`src/rtl/ffba_pkg.sv`:
```
`default_nettype none
// -----------------------------------------------------------------------------
// ffba_pkg
// Shared types and codes of the first-fit block allocator.
// -----------------------------------------------------------------------------
package ffba_pkg;

  localparam logic [1:0] FuncAlloc = 2'd0;
  localparam logic [1:0] FuncFree  = 2'd1;
  localparam logic [1:0] FuncClear = 2'd2;

  localparam logic [1:0] StatusDone     = 2'd0;
  localparam logic [1:0] StatusNoMemory = 2'd1;
  localparam logic [1:0] StatusNotFound = 2'd2;

  // One list entry: start offset, length and free mark.
  typedef struct packed {
    logic [15:0] start;
    logic [15:0] len;
    logic        free;
  } entry_t;

endpackage
`default_nettype wire

```
`src/rtl/ffba_list_mem.sv`:
```
`default_nettype none
// -----------------------------------------------------------------------------
// ffba_list_mem
// Block list storage: one write port, one registered read port.
// -----------------------------------------------------------------------------
module ffba_list_mem #(
  parameter int unsigned Depth = 64,
  parameter int unsigned AddrW = 6
) (
  input  wire                   clk_i,
  input  wire                   we_i,
  input  wire [AddrW-1:0]       waddr_i,
  input  ffba_pkg::entry_t      wdata_i,
  input  wire [AddrW-1:0]       raddr_i,
  output ffba_pkg::entry_t      rdata_o
);

  ffba_pkg::entry_t mem_q [Depth];

  // Synchronous write and registered read.
  always_ff @(posedge clk_i) begin
    if (we_i) begin
      mem_q[waddr_i] <= wdata_i;
    end
    rdata_o <= mem_q[raddr_i];
  end

endmodule
`default_nettype wire

```
`src/rtl/first_fit_block_allocator.sv`:
```
`default_nettype none
// -----------------------------------------------------------------------------
// first_fit_block_allocator
// First-fit allocator over an ordered block list held in one memory.
// A request scans the list entry by entry and may shift entries up for an insert
// or down for an erase. One request at a time: no new transfer is taken
// until the response transfer has left.
// The list memory has one read and one write port; the sequencer walks it.
// Reset leaves the list as one free block of pool_size: entry zero is written
// in the first cycle after reset, while the input is held off. The other
// entries are never read before being written, so no clearing pass is needed.
// -----------------------------------------------------------------------------
module first_fit_block_allocator #(
  parameter int unsigned MAX_BLOCKS = 64,
  parameter int unsigned SPLIT_MIN  = 4
) (
  input  wire         clk_i,
  input  wire         rst_ni,
  input  wire         s_axis_tvalid,
  output logic        s_axis_tready,
  // tdata: [15:0] request_size, [31:16] free_offset
  input  wire  [31:0] s_axis_tdata,
  // tuser: [1:0] func
  input  wire  [1:0]  s_axis_tuser,
  output logic        m_axis_tvalid,
  input  wire         m_axis_tready,
  // tdata: [15:0] alloc_offset, [17:16] status, zero filled to 24 bits
  output logic [23:0] m_axis_tdata,
  input  wire         cfg_we_i,
  input  wire  [15:0] cfg_wdata_i
);

  localparam int unsigned AW = $clog2(MAX_BLOCKS);
  localparam int unsigned CW = $clog2(MAX_BLOCKS + 1);
  localparam logic [CW-1:0] CntMax = CW'(MAX_BLOCKS);
  localparam logic [16:0] SplitMin = 17'(SPLIT_MIN);

  localparam logic [3:0] S_IDLE  = 4'd0;
  localparam logic [3:0] S_SCAN  = 4'd1;  // read issued, wait
  localparam logic [3:0] S_CHK   = 4'd2;  // check read data
  localparam logic [3:0] S_INS_R = 4'd3;  // shift up: read
  localparam logic [3:0] S_INS_W = 4'd4;  // shift up: write
  localparam logic [3:0] S_NXT_R = 4'd5;  // read next neighbor
  localparam logic [3:0] S_NXT_C = 4'd6;
  localparam logic [3:0] S_PRV_R = 4'd7;
  localparam logic [3:0] S_PRV_C = 4'd8;
  localparam logic [3:0] S_ER_R  = 4'd9;  // shift down: read
  localparam logic [3:0] S_ER_W  = 4'd10; // shift down: write
  localparam logic [3:0] S_OUT   = 4'd11;

  logic [3:0]    state_q, state_d;
  logic [15:0]   pool_q;
  logic [CW-1:0] cnt_q, cnt_d;
  logic [CW-1:0] idx_q, idx_d;     // found entry / cursor
  logic [CW-1:0] ptr_q, ptr_d;     // shift pointer
  logic [1:0]    func_q, func_d;
  logic [15:0]   req_q, req_d, off_q, off_d;
  logic [15:0]   res_q, res_d;
  logic [1:0]    st_q, st_d;
  logic          oval_q, oval_d;
  logic          prev_pass_q, prev_pass_d; // second erase is for previous merge
  ffba_pkg::entry_t cur_q, cur_d;  // the found entry as modified
  logic [15:0]   ins_start_q, ins_start_d, ins_len_q, ins_len_d;
  logic          init_q;           // entry zero still to be written

  logic          we;
  logic [AW-1:0] waddr, raddr;
  ffba_pkg::entry_t wdata, rdata;

  ffba_list_mem #(.Depth(MAX_BLOCKS), .AddrW(AW)) u_mem (
    .clk_i  (clk_i),
    .we_i   (we),
    .waddr_i(waddr),
    .wdata_i(wdata),
    .raddr_i(raddr),
    .rdata_o(rdata)
  );

  assign s_axis_tready = (state_q == S_IDLE) && !oval_q && !init_q;
  assign m_axis_tvalid = oval_q;
  assign m_axis_tdata  = {6'd0, st_q, res_q};

  // Sequencer over the list; one compare/add unit per step.
  always_comb begin
    logic [16:0] sum;
    state_d = state_q; cnt_d = cnt_q; idx_d = idx_q; ptr_d = ptr_q;
    func_d = func_q; req_d = req_q; off_d = off_q; res_d = res_q; st_d = st_q;
    oval_d = oval_q; prev_pass_d = prev_pass_q; cur_d = cur_q;
    ins_start_d = ins_start_q; ins_len_d = ins_len_q;
    we = 1'b0; waddr = '0; wdata = '0; raddr = idx_q[AW-1:0];
    sum = '0;
    if (oval_q && m_axis_tready) begin
      oval_d = 1'b0;
    end
    unique case (state_q)
      S_IDLE: begin
        if (init_q) begin
          // First cycle after reset: one free block covering the pool.
          we = 1'b1; waddr = '0;
          wdata = '{start: 16'd0, len: pool_q, free: 1'b1};
        end else if (s_axis_tvalid && s_axis_tready) begin
          func_d = s_axis_tuser;
          req_d  = s_axis_tdata[15:0];
          off_d  = s_axis_tdata[31:16];
          res_d  = '0;
          st_d   = ffba_pkg::StatusDone;
          idx_d  = '0;
          raddr  = '0;
          unique case (s_axis_tuser)
            ffba_pkg::FuncAlloc: begin
              st_d = ffba_pkg::StatusNoMemory; state_d = S_SCAN;
            end
            ffba_pkg::FuncFree: begin
              st_d = ffba_pkg::StatusNotFound; state_d = S_SCAN;
            end
            ffba_pkg::FuncClear: begin
              we = 1'b1; waddr = '0;
              wdata = '{start: 16'd0, len: pool_q, free: 1'b1};
              cnt_d = CW'(1); state_d = S_OUT;
            end
            default: state_d = S_OUT;
          endcase
        end
      end
      S_SCAN: begin
        if (idx_q >= cnt_q) begin
          state_d = S_OUT;
        end else begin
          state_d = S_CHK;
        end
      end
      S_CHK: begin
        cur_d = rdata;
        if (func_q == ffba_pkg::FuncAlloc) begin
          if (rdata.free && rdata.len >= req_q) begin
            res_d = rdata.start;
            st_d  = ffba_pkg::StatusDone;
            if ({1'b0, rdata.len} > ({1'b0, req_q} + SplitMin) && cnt_q < CntMax) begin
              we = 1'b1; waddr = idx_q[AW-1:0];
              wdata = '{start: rdata.start, len: req_q, free: 1'b0};
              ins_start_d = rdata.start + req_q;
              ins_len_d   = rdata.len - req_q;
              ptr_d = cnt_q;
              state_d = S_INS_R;
            end else begin
              we = 1'b1; waddr = idx_q[AW-1:0];
              wdata = '{start: rdata.start, len: rdata.len, free: 1'b0};
              state_d = S_OUT;
            end
          end else begin
            idx_d = idx_q + CW'(1); raddr = idx_d[AW-1:0]; state_d = S_SCAN;
          end
        end else begin
          if (rdata.start == off_q) begin
            st_d = ffba_pkg::StatusDone;
            cur_d.free = 1'b1;
            we = 1'b1; waddr = idx_q[AW-1:0];
            wdata = '{start: rdata.start, len: rdata.len, free: 1'b1};
            raddr = AW'(idx_q + CW'(1));
            state_d = S_NXT_R;
          end else begin
            idx_d = idx_q + CW'(1); raddr = idx_d[AW-1:0]; state_d = S_SCAN;
          end
        end
      end
      // Shift entries idx+1..cnt-1 up by one, from the top down.
      S_INS_R: begin
        if (ptr_q == idx_q + CW'(1)) begin
          we = 1'b1; waddr = ptr_q[AW-1:0];
          wdata = '{start: ins_start_q, len: ins_len_q, free: 1'b1};
          cnt_d = cnt_q + CW'(1);
          state_d = S_OUT;
        end else begin
          raddr = AW'(ptr_q - CW'(1));
          state_d = S_INS_W;
        end
      end
      S_INS_W: begin
        we = 1'b1; waddr = ptr_q[AW-1:0]; wdata = rdata;
        ptr_d = ptr_q - CW'(1);
        state_d = S_INS_R;
      end
      S_NXT_R: begin
        raddr = AW'(idx_q + CW'(1));
        state_d = S_NXT_C;
      end
      S_NXT_C: begin
        if (idx_q + CW'(1) < cnt_q && rdata.free) begin
          sum = {1'b0, cur_q.len} + {1'b0, rdata.len};
          cur_d.len = sum[15:0];
          we = 1'b1; waddr = idx_q[AW-1:0];
          wdata = '{start: cur_q.start, len: sum[15:0], free: 1'b1};
          ptr_d = idx_q + CW'(1);
          prev_pass_d = 1'b0;
          state_d = S_ER_R;
        end else begin
          raddr = AW'(idx_q - CW'(1));
          state_d = S_PRV_R;
        end
      end
      S_PRV_R: begin
        raddr = AW'(idx_q - CW'(1));
        state_d = (idx_q == '0) ? S_OUT : S_PRV_C;
      end
      S_PRV_C: begin
        if (rdata.free) begin
          sum = {1'b0, rdata.len} + {1'b0, cur_q.len};
          we = 1'b1; waddr = AW'(idx_q - CW'(1));
          wdata = '{start: rdata.start, len: sum[15:0], free: 1'b1};
          ptr_d = idx_q;
          prev_pass_d = 1'b1;
          state_d = S_ER_R;
        end else begin
          state_d = S_OUT;
        end
      end
      // Erase entry ptr: shift the tail down by one.
      S_ER_R: begin
        if (ptr_q + CW'(1) >= cnt_q) begin
          cnt_d = cnt_q - CW'(1);
          state_d = prev_pass_q ? S_OUT : S_PRV_R;
        end else begin
          raddr = AW'(ptr_q + CW'(1));
          state_d = S_ER_W;
        end
      end
      S_ER_W: begin
        we = 1'b1; waddr = ptr_q[AW-1:0]; wdata = rdata;
        ptr_d = ptr_q + CW'(1);
        state_d = S_ER_R;
      end
      S_OUT: begin
        if (!oval_q) begin
          oval_d = 1'b1;
          state_d = S_IDLE;
        end
      end
      default: state_d = S_IDLE;
    endcase
  end

  // Control registers and pool size.
  always_ff @(posedge clk_i or negedge rst_ni) begin
    if (!rst_ni) begin
      state_q <= S_IDLE;
      cnt_q   <= CW'(1);
      oval_q  <= 1'b0;
      pool_q  <= 16'hFFFF;
      idx_q   <= '0;
      ptr_q   <= '0;
      prev_pass_q <= 1'b0;
    end else begin
      state_q <= state_d;
      cnt_q   <= cnt_d;
      oval_q  <= oval_d;
      idx_q   <= idx_d;
      ptr_q   <= ptr_d;
      prev_pass_q <= prev_pass_d;
      if (cfg_we_i) begin
        pool_q <= cfg_wdata_i;
      end
    end
  end

  // Entry zero after reset: tracked by a flag, written on first idle cycle.
  always_ff @(posedge clk_i or negedge rst_ni) begin
    if (!rst_ni) begin
      init_q <= 1'b1;
    end else begin
      init_q <= 1'b0;
    end
  end

  // Payload registers.
  always_ff @(posedge clk_i) begin
    func_q <= func_d; req_q <= req_d; off_q <= off_d;
    res_q <= res_d; st_q <= st_d; cur_q <= cur_d;
    ins_start_q <= ins_start_d; ins_len_q <= ins_len_d;
  end

endmodule
`default_nettype wire

```
`config.mk`:
```
export PLATFORM = sky130hd
export DESIGN_NAME = first_fit_block_allocator
export DESIGN_NICKNAME = d
export VERILOG_FILES = /design/src/rtl/ffba_pkg.sv /design/src/rtl/ffba_list_mem.sv /design/src/rtl/first_fit_block_allocator.sv
export SDC_FILE = /design/constraint.sdc
export NUM_CORES = 2
export LEC_CHECK = 0
export ABC_AREA = 1
export BUFFER_PORTS_ARGS = -buffer_cell sky130_fd_sc_hd__clkbuf_2
export CORE_MARGIN = 4
export CORE_UTILIZATION = 40
export CTS_CLUSTER_SIZE = 24
export DETAILED_ROUTE_END_ITERATION = 16
export GPL_TIMING_DRIVEN = 0
export PLACE_DENSITY = 0.67
export REMOVE_ABC_BUFFERS = 1
export SLEW_MARGIN = 0
export SYNTH_ARGS = -nofsm -noshare
export SYNTH_HDL_FRONTEND = slang
export SYNTH_HIERARCHICAL = 1
export SYNTH_SLANG_ARGS = --single-unit
```
`constraint.sdc`:
```
create_clock -name clk_i -period 5.7 [get_ports clk_i]
set_clock_uncertainty 0.15 [all_clocks]
set_input_delay 1.14 -clock clk_i [delete_from_list [all_inputs] [get_ports clk_i]]
set_output_delay 1.14 -clock clk_i [all_outputs]
set_load 0.03 [all_outputs]
```
==> flow_summary.json <==
{
  "synth.distinct_cells": 67,
  "maxSlewViolCount": 0,
  "track_usage": 0.234,
  "globalplace.congestion": 0.908,
  "timing.setup.tns_ns": -3.40,
  "rsz0062_at_grt": "true",
  "areaGrowthSynthToFinish_pct": 17.4,
  "grt_pass1_vias": 65970,
  "io_pins": 81,
  "leakage_nw": 42.0,
  "power_frac_seq": 0.302,
  "io_buffers": 74,
  "antenna_found_initial": 6,
  "max_freq_mhz": 174,
  "drt_iter0_drc": 9843,
  "cts_root_buf": "clkbuf_16",
  "final_common_cell": "nand2_1",
  "setup_ws_ns": -0.0578,
  "status": "complete, but fails checks",
  "core_area_um2": 243000,
  "numCtsBuffers": 223,
  "violations": "negative setup slack",
  "initial_core_util": 0.403,
  "ys_warn_count": 6,
  "p_clk_frac": 0.201,
  "synth.avg_cell_area_um2": 11.5,
  "vias": 70142,
  "internal_power_mw": 41.3,
  "peakVddDrop_mv": 0.581,
  "final-hold-violation-count": 0,
  "pre_cts_ws_ns": -2.63,
  "cts.path.max_buffers": 3,
  "fp.dieH_um": 503,
  "ant_nets": 0,
  "p_per_area_nw_per_um2": 642,
  "async_reset_ff_frac": 0.0191,
  "setup_viol": 151,
  "path_cells": "ha_1, fa_1, inv_1, nand2_1, nand2_2, nand2_1, nand3_1, nand2_1, nand2_2, nand3_4, inv_6, o21ai_4, nand2_4, inv_4, nand3_1, nand3_1, nor2_4, buf_4, buf_16",
  "detailed_place_hpwl_um": 175000,
  "postSynthCellCount": 8526,
  "ctsHoldBuffers": 0,
  "synth_top_area_share": 0.683,
  "pwr-share-comb": 0.496,
  "grt_max_degree": 115,
  "drc": 0,
  "clk_pin_slew_ns": 0.06,
  "overflow": 0,
  "hold_path.class": "in2reg",
  "cp.required_ns": 6.11,
  "cts_tree": "done",
  "via_per_inst": 5.79,
  "final_cell_mix": "nand2_1, edfxtp_1, nand3_1",
  "ys_seq_area_frac": 0.701,
  "critPathSlowestCell": "nand3_1",
  "htree_num_levels": 4,
  "dieArea_um2": 253000,
  "cp-end-kind": "flip-flop",
  "synth_ff_type": "edfxtp_1",
  "tightestPinTransition_ns": 1.27,
  "rows": 181,
  "synth_area_leaders": "edfxtp_1, nand3_1, nand2_1",
  "wirelength_um": 311000,
  "nets": 8862,
  "drv_cap": 0,
  "yosys.area.top_type": "edfxtp_1",
  "cts.sinks": 2305,
  "fp.dieW_um": 503,
  "crit_fanout": 17,
  "synth_area_um2": 98000,
  "slowest_delay_ns": 0.84,
  "grt_pass1_wl_um": 438000,
  "ys_seq_elements": 2305,
  "swShare": 0.441,
  "crit_path_start_kind": "flip-flop",
  "drt_pass1_iterations": 7,
  "cp.arrival_ns": 6.17,
  "synth_edf_count": 2228,
  "clk_latency_ns": 0.89,
  "p_sw_mw": 32.6,
  "drive_gt1_frac": 0.122,
  "maxSlewHeadroom": 0.156,
  "routedWlPerCell_um": 25.7,
  "post-route-period-util": 1.01,
  "finalPower_mw": 74.0,
  "layout_min_cycle_time_ns": 5.76,
  "crit_type": "reg2reg"
}
[power by group through the flow]
stage	clock [mW]	sequential (mW)	combinational, mW
after detailed placement	0	22.7	32.1
after CTS	15.0	22.3	34.2
after floorplan	0	22.6	10.4
after global placement	0	22.9	13.4
final	14.9	22.4	36.7
after global routing	15.7	22.4	39.3
[logic make-up (layout without fill, tap and decap cells)]
group,count (synthesis),after routing,share of synthesized area
XOR/XNOR,87,87,0.00777
flip-flops,2305,2305,0.701
buffers and inverters,718,1078,0.0383
other,1,13,0.0000383
multiplexers,5,5,0.000574
AO/OA/AOI/OAI,278,278,0.0175
AND/OR/NAND/NOR,5034,5041,0.222
adder cells (fa/ha/maj),98,98,0.0128
[worst max-delay path, delay by kind of cell, from the launching register on]
family | cells | cell delay (ns)
adder cells (fa/ha/maj) | 2 | 0.72
flip-flops | 1 | 0.54
AND/OR/NAND/NOR | 11 | 2.90
AO/OA/AOI/OAI | 1 | 0.08
buffers and inverters | 5 | 0.95
[what timing repair did]
action,4_1_cts,5_1_grt
gates cloned,32,19
resized for setup,96,125
setup buffers,72,54
setup endpoints to repair,2176,1383
pin swaps,43,30
[per-layer routing]
| metal | share of wire | wire length, µm | vias to the layer above | global-route usage |
|---|---|---|---|---|
| met2 | 0.45 | 139000 | 4744 | 0.359 |
| li1 | - | - | 30456 | - |
| met5 | 0.00045 | 141 | - | 0.00419 |
| met3 | 0.13 | 39000 | 836 | 0.0519 |
| met1 | 0.37 | 115000 | 34104 | 0.313 |
| met4 | 0.058 | 18000 | 2 | 0.123 |
[cell type report]
cell class / instances / area [µm²]
flip-flops and latches: 2305 / 68700
diodes: 6 / 15.0
inverters: 215 / 892
repair buffers: 441 / 7070
multi-input cells: 5516 / 27100
fillers: 20541 / 128000
clock buffers: 275 / 5900
clock inverters: 140 / 1410
well taps: 3202 / 4010
repair inverters: 7 / 63.8
[registers in the layout (all words and copies together), names as in the netlist]
name	flops
ptr_q	7
u_mem/mem_q	2112
prev_pass_q	1
idx_q	7
res_q	16
ins_start_q	16
st_q	2
func_q	2
m_axis_tvalid	1
u_mem/rdata_o	33
off_q	16
ins_len_q	16
cur_q	32
state_q	4
init_q	1
pool_q	16
req_q	16
cnt_q	7
[final timing paths]
kind	start	to	slack (ns)	cells after the start
max	req_q[0]	u_mem/mem_q[47][13]	-0.06	19
min	s_axis_tdata[15]	req_q[15]	0.29	1
max reg2reg	req_q[0]	u_mem/mem_q[47][13]	-0.06	19
min reg2reg	pool_q[12]	pool_q[12]	0.35	2
max in group asynchronous	rst_ni	idx_q[0]	4.07	1
min in group asynchronous	rst_ni	cnt_q[6]	0.38	1
[synthesized netlist by cell type, drive strengths merged (3+ instances only)]
cell type and count:
mux2 5, a21o 6, nor3 33, xor2 50, clkbuf 103, o221ai 4
a22oi 3, a21oi 95, fa 4, ha 94, nand4 27, edfxtp 2228
a21boi 4, o21ai 116, nor4 3, inv 213, dfrtp 26, dfstp 18
nor2 212, o2111ai 3, nor3b 5, o211ai 9, xnor2 37, o22ai 15
dfxtp 33, nand3 2039, nand2 2710, buf 400, o21bai 13
[per-stage QoR]
step	instance area (µm²)	utilization	hold slack [ns]	std cells
2_1_floorplan	95100	-	0.310	8029
3_3_place_gp	99500	0.409	0.331	11305
6_report	115000	0.473	0.291	12107
4_1_cts	114000	0.467	0.235	12035
5_1_grt	115000	0.473	0.268	12102
3_5_place_dp	104000	0.428	0.346	11516
Power figures use the tool's default switching activity.
